### config.mk
export PLATFORM = sky130hd
export DESIGN_NAME = centerline_moving_average_top
export DESIGN_NICKNAME = d
export VERILOG_FILES = /design/src/hdl/cma_pkg.sv /design/src/hdl/centerline_moving_average_top.sv /design/src/hdl/cma_ctrl.sv /design/src/hdl/cma_datapath.sv
export SDC_FILE = /design/constraint.sdc
export NUM_CORES = 2
export LEC_CHECK = 0
export BUFFER_PORTS_ARGS = -buffer_cell sky130_fd_sc_hd__buf_2
export CORE_ASPECT_RATIO = 1.4
export CORE_MARGIN = 3
export CORE_UTILIZATION = 46
export CTS_BUF_LIST = sky130_fd_sc_hd__clkbuf_4
export DETAILED_ROUTE_END_ITERATION = 12
export MAX_ROUTING_LAYER = met4
export SYNTH_ARGS = -nofsm -noshare
export SYNTH_HDL_FRONTEND = slang
export SYNTH_HIERARCHICAL = 1
export SYNTH_SLANG_ARGS = --single-unit
### constraint.sdc
create_clock -name clock -period 16.7 [get_ports clock]
set_input_delay 3.34 -clock clock [delete_from_list [all_inputs] [get_ports clock]]
set_output_delay 3.34 -clock clock [all_outputs]
set_load 0.02 [all_outputs]
### src/hdl/cma_pkg.sv
// Package for the centerline moving average block: default parameters,
// controller state type, and the command/status structs between control and datapath.
// No dependencies.
`default_nettype none

package cma_pkg;

   localparam int DEF_HALF_WINDOW = 3;
   localparam int DEF_COORD_BITS  = 32;

   typedef enum logic [2:0] {
      ST_IDLE,
      ST_START,
      ST_DIV_INIT,
      ST_DIV_RUN,
      ST_EMIT,
      ST_DROP,
      ST_PUSH
   } cma_state_type;

   typedef struct packed {
      logic capture;
      logic start;
      logic div_init;
      logic div_step;
      logic emit;
      logic finish;
      logic drop;
      logic push;
   } cma_cmd_type;

   typedef struct packed {
      logic item_last;
      logic has_result;
      logic final_center;
      logic div_done;
      logic out_free;
   } cma_status_type;

endpackage

`default_nettype wire

### src/hdl/centerline_moving_average_top.sv
// Centered moving average of a stream of 2-D centerline points.
//
// Channels: req_ carries one point (x, y, last flag) per transaction; rsp_
// carries one smoothed point per transaction. Both use valid/ready.
// Each point is emitted as the mean of itself and its up to HALF_WINDOW neighbors
// on each side that exist, quotient truncated toward zero. Output lags input by
// HALF_WINDOW points; the point flagged last flushes every point not yet sent
// (up to HALF_WINDOW+1 results) and the final one carries rsp_last_result.
// Results come from the bit-serial restoring divider, one quotient bit per
// cycle, shared by the results of an item (x and y divide side by side).
// Reset clears the sequence count and the running sums; history entries are
// only read once written, so they need no clearing pass.
// A stalled receiver holds the result register; the block goes back to taking
// points while the last result of an item waits, and holds before loading the
// next result until the pending one is taken.
`default_nettype none

module centerline_moving_average_top import cma_pkg::*; #(
   parameter int HALF_WINDOW = DEF_HALF_WINDOW,
   parameter int COORD_BITS  = DEF_COORD_BITS
) (
   input  wire logic                         clock,
   input  wire logic                         reset,
   input  wire logic                         req_valid,
   output logic                              req_ready,
   input  wire logic signed [COORD_BITS-1:0] req_point_x,
   input  wire logic signed [COORD_BITS-1:0] req_point_y,
   input  wire logic                         req_last_point,
   output logic                              rsp_valid,
   input  wire logic                         rsp_ready,
   output logic signed [COORD_BITS-1:0]      rsp_smooth_x,
   output logic signed [COORD_BITS-1:0]      rsp_smooth_y,
   output logic                              rsp_last_result
);

   cma_cmd_type    cmd;
   cma_status_type status;

   // sequencer: capture, sum, divide, emit, advance the center, push history
   cma_ctrl u_ctrl (
      .clock     (clock),
      .reset     (reset),
      .req_valid (req_valid),
      .req_ready (req_ready),
      .status    (status),
      .cmd       (cmd)
   );

   // history, running sums, divider and result register
   cma_datapath #(
      .HALF_WINDOW (HALF_WINDOW),
      .COORD_BITS  (COORD_BITS)
   ) u_datapath (
      .clock           (clock),
      .reset           (reset),
      .req_point_x     (req_point_x),
      .req_point_y     (req_point_y),
      .req_last_point  (req_last_point),
      .cmd             (cmd),
      .status          (status),
      .rsp_ready       (rsp_ready),
      .rsp_valid       (rsp_valid),
      .rsp_smooth_x    (rsp_smooth_x),
      .rsp_smooth_y    (rsp_smooth_y),
      .rsp_last_result (rsp_last_result)
   );

endmodule

`default_nettype wire

### src/hdl/cma_ctrl.sv
// Controller state machine of the centerline moving average block.
// Depends on cma_pkg for the state enum and the command/status structs.
`default_nettype none

module cma_ctrl import cma_pkg::*; (
   input  wire logic           clock,
   input  wire logic           reset,
   input  wire logic           req_valid,
   output logic                req_ready,
   input  wire cma_status_type status,
   output cma_cmd_type         cmd
);

   cma_state_type state_ff, state_in;

   always_ff @(posedge clock) begin
      if (reset) begin
         state_ff <= ST_IDLE;
      end else begin
         state_ff <= state_in;
      end
   end

   // next state
   always_comb begin
      state_in = state_ff;
      unique case (state_ff)
         ST_IDLE: begin
            if (req_valid) state_in = ST_START;
         end
         ST_START: begin
            if (status.item_last || status.has_result) state_in = ST_DIV_INIT;
            else state_in = ST_PUSH;
         end
         ST_DIV_INIT: state_in = ST_DIV_RUN;
         ST_DIV_RUN: begin
            if (status.div_done) state_in = ST_EMIT;
         end
         ST_EMIT: begin
            if (status.out_free) begin
               if (!status.item_last) state_in = ST_PUSH;
               else if (status.final_center) state_in = ST_IDLE;
               else state_in = ST_DROP;
            end
         end
         ST_DROP: state_in = ST_DIV_INIT;
         ST_PUSH: state_in = ST_IDLE;
         default: state_in = ST_IDLE;
      endcase
   end

   // outputs
   always_comb begin
      cmd       = '0;
      req_ready = 1'b0;
      unique case (state_ff)
         ST_IDLE: begin
            req_ready   = 1'b1;
            cmd.capture = req_valid;
         end
         ST_START:    cmd.start    = 1'b1;
         ST_DIV_INIT: cmd.div_init = 1'b1;
         ST_DIV_RUN:  cmd.div_step = !status.div_done;
         ST_EMIT: begin
            cmd.emit   = status.out_free;
            cmd.finish = status.out_free && status.item_last && status.final_center;
         end
         ST_DROP: cmd.drop = 1'b1;
         ST_PUSH: cmd.push = 1'b1;
         default: cmd = '0;
      endcase
   end

endmodule

`default_nettype wire

### src/hdl/cma_datapath.sv
// Datapath of the centerline moving average block: point history, window sums,
// bit-serial divider for x and y, and the result register.
// Depends on cma_pkg for the command/status structs and default parameters.
`default_nettype none

module cma_datapath import cma_pkg::*; #(
   parameter int HALF_WINDOW = DEF_HALF_WINDOW,
   parameter int COORD_BITS  = DEF_COORD_BITS
) (
   input  wire logic                         clock,
   input  wire logic                         reset,
   input  wire logic signed [COORD_BITS-1:0] req_point_x,
   input  wire logic signed [COORD_BITS-1:0] req_point_y,
   input  wire logic                         req_last_point,
   input  wire cma_cmd_type                  cmd,
   output cma_status_type                    status,
   input  wire logic                         rsp_ready,
   output logic                              rsp_valid,
   output logic signed [COORD_BITS-1:0]      rsp_smooth_x,
   output logic signed [COORD_BITS-1:0]      rsp_smooth_y,
   output logic                              rsp_last_result
);

   localparam int HIST_DEPTH    = 2 * HALF_WINDOW;
   localparam int WIN_LEN       = HIST_DEPTH + 1;
   localparam int SUM_BITS      = COORD_BITS + $clog2(WIN_LEN);
   localparam int EXT_BITS      = SUM_BITS - COORD_BITS;
   localparam int CNT_BITS      = $clog2(WIN_LEN + 1);
   localparam int HIST_IDX_BITS = $clog2(HIST_DEPTH);
   localparam int STEP_BITS     = $clog2(SUM_BITS + 1);
   localparam int LANES         = 2;

   localparam logic [CNT_BITS-1:0]  HALF_C    = CNT_BITS'(HALF_WINDOW);
   localparam logic [CNT_BITS-1:0]  DEPTH_C   = CNT_BITS'(HIST_DEPTH);
   localparam logic [STEP_BITS-1:0] STEP_LOAD = STEP_BITS'(SUM_BITS);

   // lane 0 carries x, lane 1 carries y
   logic signed [COORD_BITS-1:0] cur_ff [LANES];
   logic signed [COORD_BITS-1:0] cur_in [LANES];
   logic                         last_ff, last_in;
   logic signed [COORD_BITS-1:0] hist_ff [LANES][HIST_DEPTH];
   logic signed [COORD_BITS-1:0] hist_in [LANES][HIST_DEPTH];
   logic signed [SUM_BITS-1:0]   hist_sum_ff [LANES];
   logic signed [SUM_BITS-1:0]   hist_sum_in [LANES];
   logic [CNT_BITS-1:0]          held_ff, held_in;
   logic signed [SUM_BITS-1:0]   acc_ff [LANES];
   logic signed [SUM_BITS-1:0]   acc_in [LANES];
   logic [CNT_BITS-1:0]          cnt_ff, cnt_in;
   logic [CNT_BITS-1:0]          d_ff, d_in;
   logic                         neg_ff [LANES];
   logic                         neg_in [LANES];
   logic [SUM_BITS-1:0]          mag_ff [LANES];
   logic [SUM_BITS-1:0]          mag_in [LANES];
   logic [CNT_BITS-1:0]          rem_ff [LANES];
   logic [CNT_BITS-1:0]          rem_in [LANES];
   logic [STEP_BITS-1:0]         step_ff, step_in;
   logic signed [COORD_BITS-1:0] res_ff [LANES];
   logic signed [COORD_BITS-1:0] res_in [LANES];
   logic                         res_last_ff, res_last_in;
   logic                         rsp_valid_ff, rsp_valid_in;

   logic [CNT_BITS:0]            trial [LANES];
   logic [CNT_BITS:0]            diff [LANES];
   logic                         ge [LANES];
   logic [SUM_BITS-1:0]          quot [LANES];
   logic signed [SUM_BITS-1:0]   cur_ext [LANES];
   logic signed [SUM_BITS-1:0]   oldest_ext [LANES];
   logic signed [SUM_BITS-1:0]   drop_ext [LANES];
   logic [HIST_IDX_BITS-1:0]     d_idx;
   logic                         drop_hit;
   logic                         final_center;
   logic                         full;

   assign d_idx        = d_ff[HIST_IDX_BITS-1:0];
   assign final_center = (d_ff == HALF_C);
   assign full         = (held_ff == DEPTH_C);
   // the point at window slot d exists once d reaches the oldest held slot
   assign drop_hit     = ({1'b0, d_ff} + {1'b0, held_ff}) >= {1'b0, DEPTH_C};

   always_comb begin
      for (int l = 0; l < LANES; l++) begin
         cur_ext[l]    = {{EXT_BITS{cur_ff[l][COORD_BITS-1]}}, cur_ff[l]};
         oldest_ext[l] = {{EXT_BITS{hist_ff[l][0][COORD_BITS-1]}}, hist_ff[l][0]};
         drop_ext[l]   = {{EXT_BITS{hist_ff[l][d_idx][COORD_BITS-1]}}, hist_ff[l][d_idx]};
         trial[l]      = {rem_ff[l], mag_ff[l][SUM_BITS-1]};
         ge[l]         = (trial[l] >= {1'b0, cnt_ff});
         diff[l]       = trial[l] - {1'b0, cnt_ff};
         quot[l]       = neg_ff[l] ? (~mag_ff[l] + SUM_BITS'(1)) : mag_ff[l];
      end
   end

   always_comb begin
      cur_in       = cur_ff;
      last_in      = last_ff;
      hist_in      = hist_ff;
      hist_sum_in  = hist_sum_ff;
      held_in      = held_ff;
      acc_in       = acc_ff;
      cnt_in       = cnt_ff;
      d_in         = d_ff;
      neg_in       = neg_ff;
      mag_in       = mag_ff;
      rem_in       = rem_ff;
      step_in      = step_ff;
      res_in       = res_ff;
      res_last_in  = res_last_ff;
      rsp_valid_in = rsp_valid_ff && !rsp_ready;

      if (cmd.capture) begin
         cur_in[0] = req_point_x;
         cur_in[1] = req_point_y;
         last_in   = req_last_point;
      end

      // full window sum: every held point plus the current one
      if (cmd.start) begin
         for (int l = 0; l < LANES; l++) acc_in[l] = hist_sum_ff[l] + cur_ext[l];
         cnt_in = held_ff + CNT_BITS'(1);
         d_in   = (held_ff < HALF_C) ? (HALF_C - held_ff) : '0;
      end

      if (cmd.div_init) begin
         for (int l = 0; l < LANES; l++) begin
            neg_in[l] = acc_ff[l][SUM_BITS-1];
            mag_in[l] = acc_ff[l][SUM_BITS-1] ? (~acc_ff[l] + SUM_BITS'(1)) : acc_ff[l];
            rem_in[l] = '0;
         end
         step_in = STEP_LOAD;
      end

      // one restoring step per cycle; quotient bits shift into mag
      if (cmd.div_step) begin
         for (int l = 0; l < LANES; l++) begin
            rem_in[l] = ge[l] ? diff[l][CNT_BITS-1:0] : trial[l][CNT_BITS-1:0];
            mag_in[l] = {mag_ff[l][SUM_BITS-2:0], ge[l]};
         end
         step_in = step_ff - STEP_BITS'(1);
      end

      // advance the center: drop the point that falls off the left edge
      if (cmd.drop) begin
         if (drop_hit) begin
            for (int l = 0; l < LANES; l++) acc_in[l] = acc_ff[l] - drop_ext[l];
            cnt_in = cnt_ff - CNT_BITS'(1);
         end
         d_in = d_ff + CNT_BITS'(1);
      end

      if (cmd.push) begin
         for (int l = 0; l < LANES; l++) begin
            for (int k = 0; k < HIST_DEPTH - 1; k++) hist_in[l][k] = hist_ff[l][k + 1];
            hist_in[l][HIST_DEPTH-1] = cur_ff[l];
            hist_sum_in[l] = full ? (hist_sum_ff[l] + cur_ext[l] - oldest_ext[l])
                                  : (hist_sum_ff[l] + cur_ext[l]);
         end
         held_in = full ? DEPTH_C : (held_ff + CNT_BITS'(1));
      end

      if (cmd.finish) begin
         for (int l = 0; l < LANES; l++) hist_sum_in[l] = '0;
         held_in = '0;
      end

      if (cmd.emit) begin
         for (int l = 0; l < LANES; l++) res_in[l] = quot[l][COORD_BITS-1:0];
         res_last_in  = last_ff && final_center;
         rsp_valid_in = 1'b1;
      end
   end

   always_ff @(posedge clock) begin
      if (reset) begin
         rsp_valid_ff <= 1'b0;
         held_ff      <= '0;
         step_ff      <= '0;
         for (int l = 0; l < LANES; l++) hist_sum_ff[l] <= '0;
      end else begin
         rsp_valid_ff <= rsp_valid_in;
         held_ff      <= held_in;
         step_ff      <= step_in;
         hist_sum_ff  <= hist_sum_in;
      end
   end

   always_ff @(posedge clock) begin
      cur_ff      <= cur_in;
      last_ff     <= last_in;
      hist_ff     <= hist_in;
      acc_ff      <= acc_in;
      cnt_ff      <= cnt_in;
      d_ff        <= d_in;
      neg_ff      <= neg_in;
      mag_ff      <= mag_in;
      rem_ff      <= rem_in;
      res_ff      <= res_in;
      res_last_ff <= res_last_in;
   end

   always_comb begin
      status.item_last    = last_ff;
      status.has_result   = (held_ff >= HALF_C);
      status.final_center = final_center;
      status.div_done     = (step_ff == '0);
      status.out_free     = !rsp_valid_ff || rsp_ready;
   end

   assign rsp_valid       = rsp_valid_ff;
   assign rsp_smooth_x    = res_ff[0];
   assign rsp_smooth_y    = res_ff[1];
   assign rsp_last_result = res_last_ff;

endmodule

`default_nettype wire

Word-level counts from Yosys, hierarchy flattened
Index checks and enable logic that the tools add are counted.
{ "totals": {"inputBits": 69, "rom_bits": 0, "latch_bits": 0, "output_inout_bits": 67, "ram_bits": 0, "reg_bits": 751, "wordCells": 135, "n_memories": 0} }
{ "classes": {"n_addsub": 18, "bitwise_logic": 5, "n_div": 0, "n_eq_ne": 11, "mux": 46, "shifts": 0, "n_lt_le_gt_ge": 6, "n_reduce_logical": 15, "n_mul": 0} }
{ "op_table": {"columns": ["cell", "n"], "rows": [
  ["70-bit two-way mux", 5],
  ["32-bit binary-select mux with 3-bit select", 2],
  ["32-bit two-way mux", 6],
  ["35-bit two-way mux", 4],
  ["35-bit by 32-bit subtractor with 35-bit output", 4],
  ["35-bit by 2-bit adder with 35-bit output, second input constant", 2],
  ["35-bit by 32-bit adder with 35-bit output", 2],
  ["35-bit NOT", 2],
  ["32-bit by 1-bit adder with 32-bit output, second input constant", 2],
  ["32-bit NOT", 2],
  ["3-bit two-way mux", 15],
  ["6-bit two-way mux", 4],
  ["3-bit one-hot mux with 6 select lines", 1],
  ["3-bit equality test, second input constant", 4],
  ["3-bit by 2-bit equality test with 1-bit output, second input constant", 3],
  ["4-bit by 3-bit greater-or-equal comparator with 1-bit output", 2],
  ["1-bit two-way mux", 8],
  ["3-bit by 1-bit adder with 3-bit output, second input constant", 2],
  ["6-bit logical NOT", 1],
  ["3-bit subtractor", 2],
  ["6-bit by 1-bit subtractor with 6-bit output, second input constant", 1],
  ["3-bit by 3-bit adder with 4-bit output", 1],
  ["4-bit by 3-bit greater-or-equal comparator with 1-bit output, second input constant", 1],
  ["4-bit greater-or-equal comparator, second input constant", 1],
  ["16 further kinds", 24]
]} }

Logic depth before layout (Yosys ltp)
{ "logic_depth": {"depth_word": 7, "depth_mapped": 22, "ltp_nobuf": 22} }

Modules after synthesis
The synthesis kept the hierarchy.
{ "modules_own_cells": {"columns": ["mod", "area_per_inst_um2", "instances", "cells_per_inst", "seq_area_each_um2"], "rows": [
  ["cma_datapath", 41277.1, 1, 3756, 20930.1],
  ["cma_ctrl", 282.8, 1, 34, 60.1]
]} }

Worst setup path after synthesis
OpenSTA, ideal clock, no wires.
{ "synth_path": {"path_kind": "register to register", "startpoint": "register u_ctrl.state_ff[1]", "endpoint": "register u_datapath/hist_sum_ff[67] (netlist bit)", "path_slack_ns": -1.457, "path_buffers": 2, "stages_incl_launch_ff": 9, "arrival_time_ns": 18.034, "setup_time_ns": 0.122, "t_required_ns": 16.578, "synth_period_minus_slack_ns": 18.157, "cell_sequence": "dfxtp_1 buf_4 nand2_1 nor2_1 clkbuf_1 nand2_1 a2111oi_0 o311a_1 nor3_1"} }
{ "synth_lines": {"columns": ["item", "line", "text"], "rows": [
  ["from (decl)", "cma_ctrl.sv:14", "cma_state_type state_ff, state_in;"],
  ["from (signal assigned)", "cma_ctrl.sv:20", "state_ff <= state_in;"],
  ["to (signal assigned)", "cma_datapath.sv:181", "hist_sum_ff <= hist_sum_in;"],
  ["to (decl)", "cma_datapath.sv:43", "logic signed [SUM_BITS-1:0] hist_sum_ff [LANES];"]
]} }

==> impl_metrics.env <==
export IMPL_yosysUniqueCellTypes=91
export IMPL_fin_cells=5334
export IMPL_synth_top_area_share_pct=42.99
export IMPL_place_area_um2=43400
export IMPL_track_usage_pct=24.77
export IMPL_worstSkewPairLatency_ns=1.13
export IMPL_via_count=30390
export IMPL_critPathMaxFanout=46
export IMPL_port_buffers=135
export IMPL_dieArea_um2=94040
export IMPL_clkTransAtPathRegs_ns=0.07
export IMPL_avgSynthCellArea_um2=10.97
export IMPL_hold_violations=0
export IMPL_post_cts_buffers=0
export IMPL_synthFlopType="edfxtp_1"
export IMPL_grt_setup_unrepaired="false"
export IMPL_coreArea_um2=88930
export IMPL_min_period_ns=6.028
export IMPL_tightest_slew_ns=1.076
export IMPL_ant_nets=0
export IMPL_clockRootBuffer="clkbuf_4"
export IMPL_antenna_found_initial=4
export IMPL_design_area_um2=46090
export IMPL_maxSlewViolCount=0
export IMPL_fin_hold_ws_ns=0.4232
export IMPL_start_util_pct=46.73
export IMPL_drive_gt1_share_pct=14.53
export IMPL_fin_crit_sh_pct=36.10
export IMPL_final_cell_mix="595 x edfxtp_1, 330 x a21oi_1, 328 x nand2_1"
export IMPL_p_comb_share_pct=35.2
export IMPL_area_growth_pct=10.90
export IMPL_pwr_share_seq_pct=39.7
export IMPL_drv_cap=0
export IMPL_yosysWarnings=6
export IMPL_final_setup_viol_count=0
export IMPL_status="complete, no violations"
export IMPL_r2r_cells=15
export IMPL_synthTopCellsByArea="edfxtp_1 43%, dfxtp_1 7.5%, ha_1 6.7%, a21oi_1 4.0%, o21ai_0 3.8%"
export IMPL_swShare_pct=37.43
export IMPL_grt_max_degree=187
export IMPL_via_per_inst=5.697
export IMPL_slew_headroom_pct=28.26
export IMPL_routed_wl_mm=113.3
export IMPL_synthCells=3790
export IMPL_p_int_w=0.004299
export IMPL_hpwl_mm=79.40
export IMPL_fin_tns_setup_ns=0
export IMPL_grt_pass1_wl_mm=174.8
export IMPL_cts_buffers=193
export IMPL_post_cts_resized=0
export IMPL_cts_tree="done"
export IMPL_clock_sinks=751
export IMPL_fmax_ghz=0.1659
export IMPL_arrival_ns=7.01
export IMPL_globalRouteOverflowTotal=0
export IMPL_ys_ff_latch=751
export IMPL_pwr_share_clk_pct=25.1
export IMPL_finClkSkew_ns=0.06646
export IMPL_async_reset_ff_share_pct=0
export IMPL_cp_start_kind="flop"
export IMPL_syn_nets=4092
export IMPL_hp_class="flop to flop"
export IMPL_power_density_nw_per_um2=149.1
export IMPL_fin_util_pct=51.83
export IMPL_required_ns=17.68
export IMPL_routedWlPerCell_um=21.25
export IMPL_yosysTopAreaCell="edfxtp_1"
export IMPL_die_w_um=260.0
export IMPL_place_gp_congestion=0.9279
export IMPL_endpoint_kind="flop"
export IMPL_drt_pass1_iter_count=5
export IMPL_ios=136
export IMPL_drt_initial_drc_count=1932
export IMPL_hold_depth=0
export IMPL_syn_area_um2=41560
export IMPL_layout_commonest_cell="edfxtp_1"
export IMPL_place_inst=4974
export IMPL_placementRows=129
export IMPL_p_leak_nw=17.75
export IMPL_grt_pass1_vias=30490
export IMPL_htreeDepth=4
export IMPL_chipHeight_um=361.7
export IMPL_drc_errors=0
export IMPL_cts_buffer_depth=3
export IMPL_power_switching_w=0.002572
export IMPL_critical_path_class="flop to flop"
export IMPL_yosysSeqAreaShare_pct=50.51
export IMPL_synth_edff_count=595
export IMPL_nets=4292
export IMPL_hold_buffers=0
export IMPL_vdd_ir_drop_worst_mv=0.06738
metrics by stage:
| stage | total power, W | setup slack [ns] |
|---|---|---|
| after floorplan | 0.004488 | 5.064 |
| after global placement | 0.005158 | 10.79 |
| after detailed placement | 0.005171 | 10.64 |
| after CTS | 0.006937 | 10.64 |
| after global routing | 0.007352 | 10.29 |
| final | 0.006871 | 10.67 |
final cells by class:
cell class | instances | area [um^2]
well taps | 1179 | 1475
repair buffers | 167 | 940.9
flip-flops and latches | 751 | 20990
fillers | 8126 | 42840
clock buffers | 277 | 2079
inverters | 155 | 581.8
diodes | 5 | 12.51
multi-input cells | 2722 | 19420
clock inverters | 78 | 595.6
kinds of logic after synthesis:
group,synth area share (%)
AND/OR/NAND/NOR,10.13
XOR/XNOR,6.313
multiplexers,6.349
AO/OA/AOI/OAI,16.61
flip-flops,50.51
adder cells (fa/ha/maj),7.177
buffers and inverters,2.911
critical path, stage by stage, from the launching register on:
cell and delay (ns):
edfxtp_1 0.35, buf_4 0.46, buf_4 0.78, mux4_2 0.60, a21oi_1 0.33, ha_1 0.36
a21o_1 0.19, a31oi_1 0.23, o22ai_1 0.13, a211oi_1 0.75, o31ai_1 0.25, o41ai_1 0.66
o21ai_0 0.29, nand4_1 0.17, mux2i_1 0.20, a21oi_1 0.08
metal layers:
layer | global-route usage, % | up-vias | routed length [um] | share of wire (%)
li1 | - | 14750 | - | -
met1 | 27.41 | 14710 | 44550 | 39
met2 | 43.54 | 691 | 59050 | 52
met3 | 4.183 | 235 | 4632 | 4.1
met4 | 11.19 | 0 | 5095 | 4.5
met5 | - | - | 0 | 0
cell usage after synthesis, types with 23 or more instances:
cell	number
clkbuf_1	133
a31oi_1	28
o21ai_0	319
a21oi_1	330
or3_1	29
mux2i_1	114
and3_1	23
buf_1	24
inv_1	154
nand2b_1	29
o41ai_1	26
mux4_2	64
nor2b_1	25
nand2_1	329
xor2_1	130
xnor2_1	167
a21o_1	90
dfxtp_1	156
o21bai_1	25
edfxtp_1	595
nand4_1	24
a211oi_1	44
nor3_1	46
ha_1	224
nor2_1	241
nand3_1	49
o21a_1	38
o31ai_1	52
sequential cells by signal (all words and copies together), names as in the netlist, 2 cells and up:
name / count
u_datapath/neg_ff: 2
u_datapath/rsp_smooth_y: 32
u_datapath/hist_ff: 384
u_datapath/hist_sum_ff: 70
u_ctrl/state_ff: 3
u_datapath/mag_ff: 70
u_datapath/rsp_smooth_x: 32
u_datapath/acc_ff: 70
u_datapath/rem_ff: 6
u_datapath/step_ff: 6
u_datapath/d_ff: 3
u_datapath/cur_ext: 64
u_datapath/held_ff: 3
u_datapath/cnt_ff: 3
final timing paths:
| path | start | to | slack, ns |
|---|---|---|---|
| max | u_datapath/d_ff[0] | u_datapath/acc_ff[34] | 10.67 |
| min | u_datapath/hist_ff[263] | u_datapath/hist_ff[295] | 0.42 |
| max reg2reg | u_datapath/d_ff[0] | u_datapath/acc_ff[34] | 10.67 |
| min reg2reg | u_datapath/hist_ff[263] | u_datapath/hist_ff[295] | 0.42 |
power by group through the flow:
stage	clock network [W]	registers, W	logic, W
after CTS	0.00179	0.00273	0.00242
after detailed placement	0	0.00277	0.00240
after global routing	0.00189	0.00276	0.00271
after global placement	0	0.00277	0.00239
after floorplan	0	0.00263	0.00186
final	0.00172	0.00273	0.00242
No activity file was read; power rests on OpenSTA's default activity.
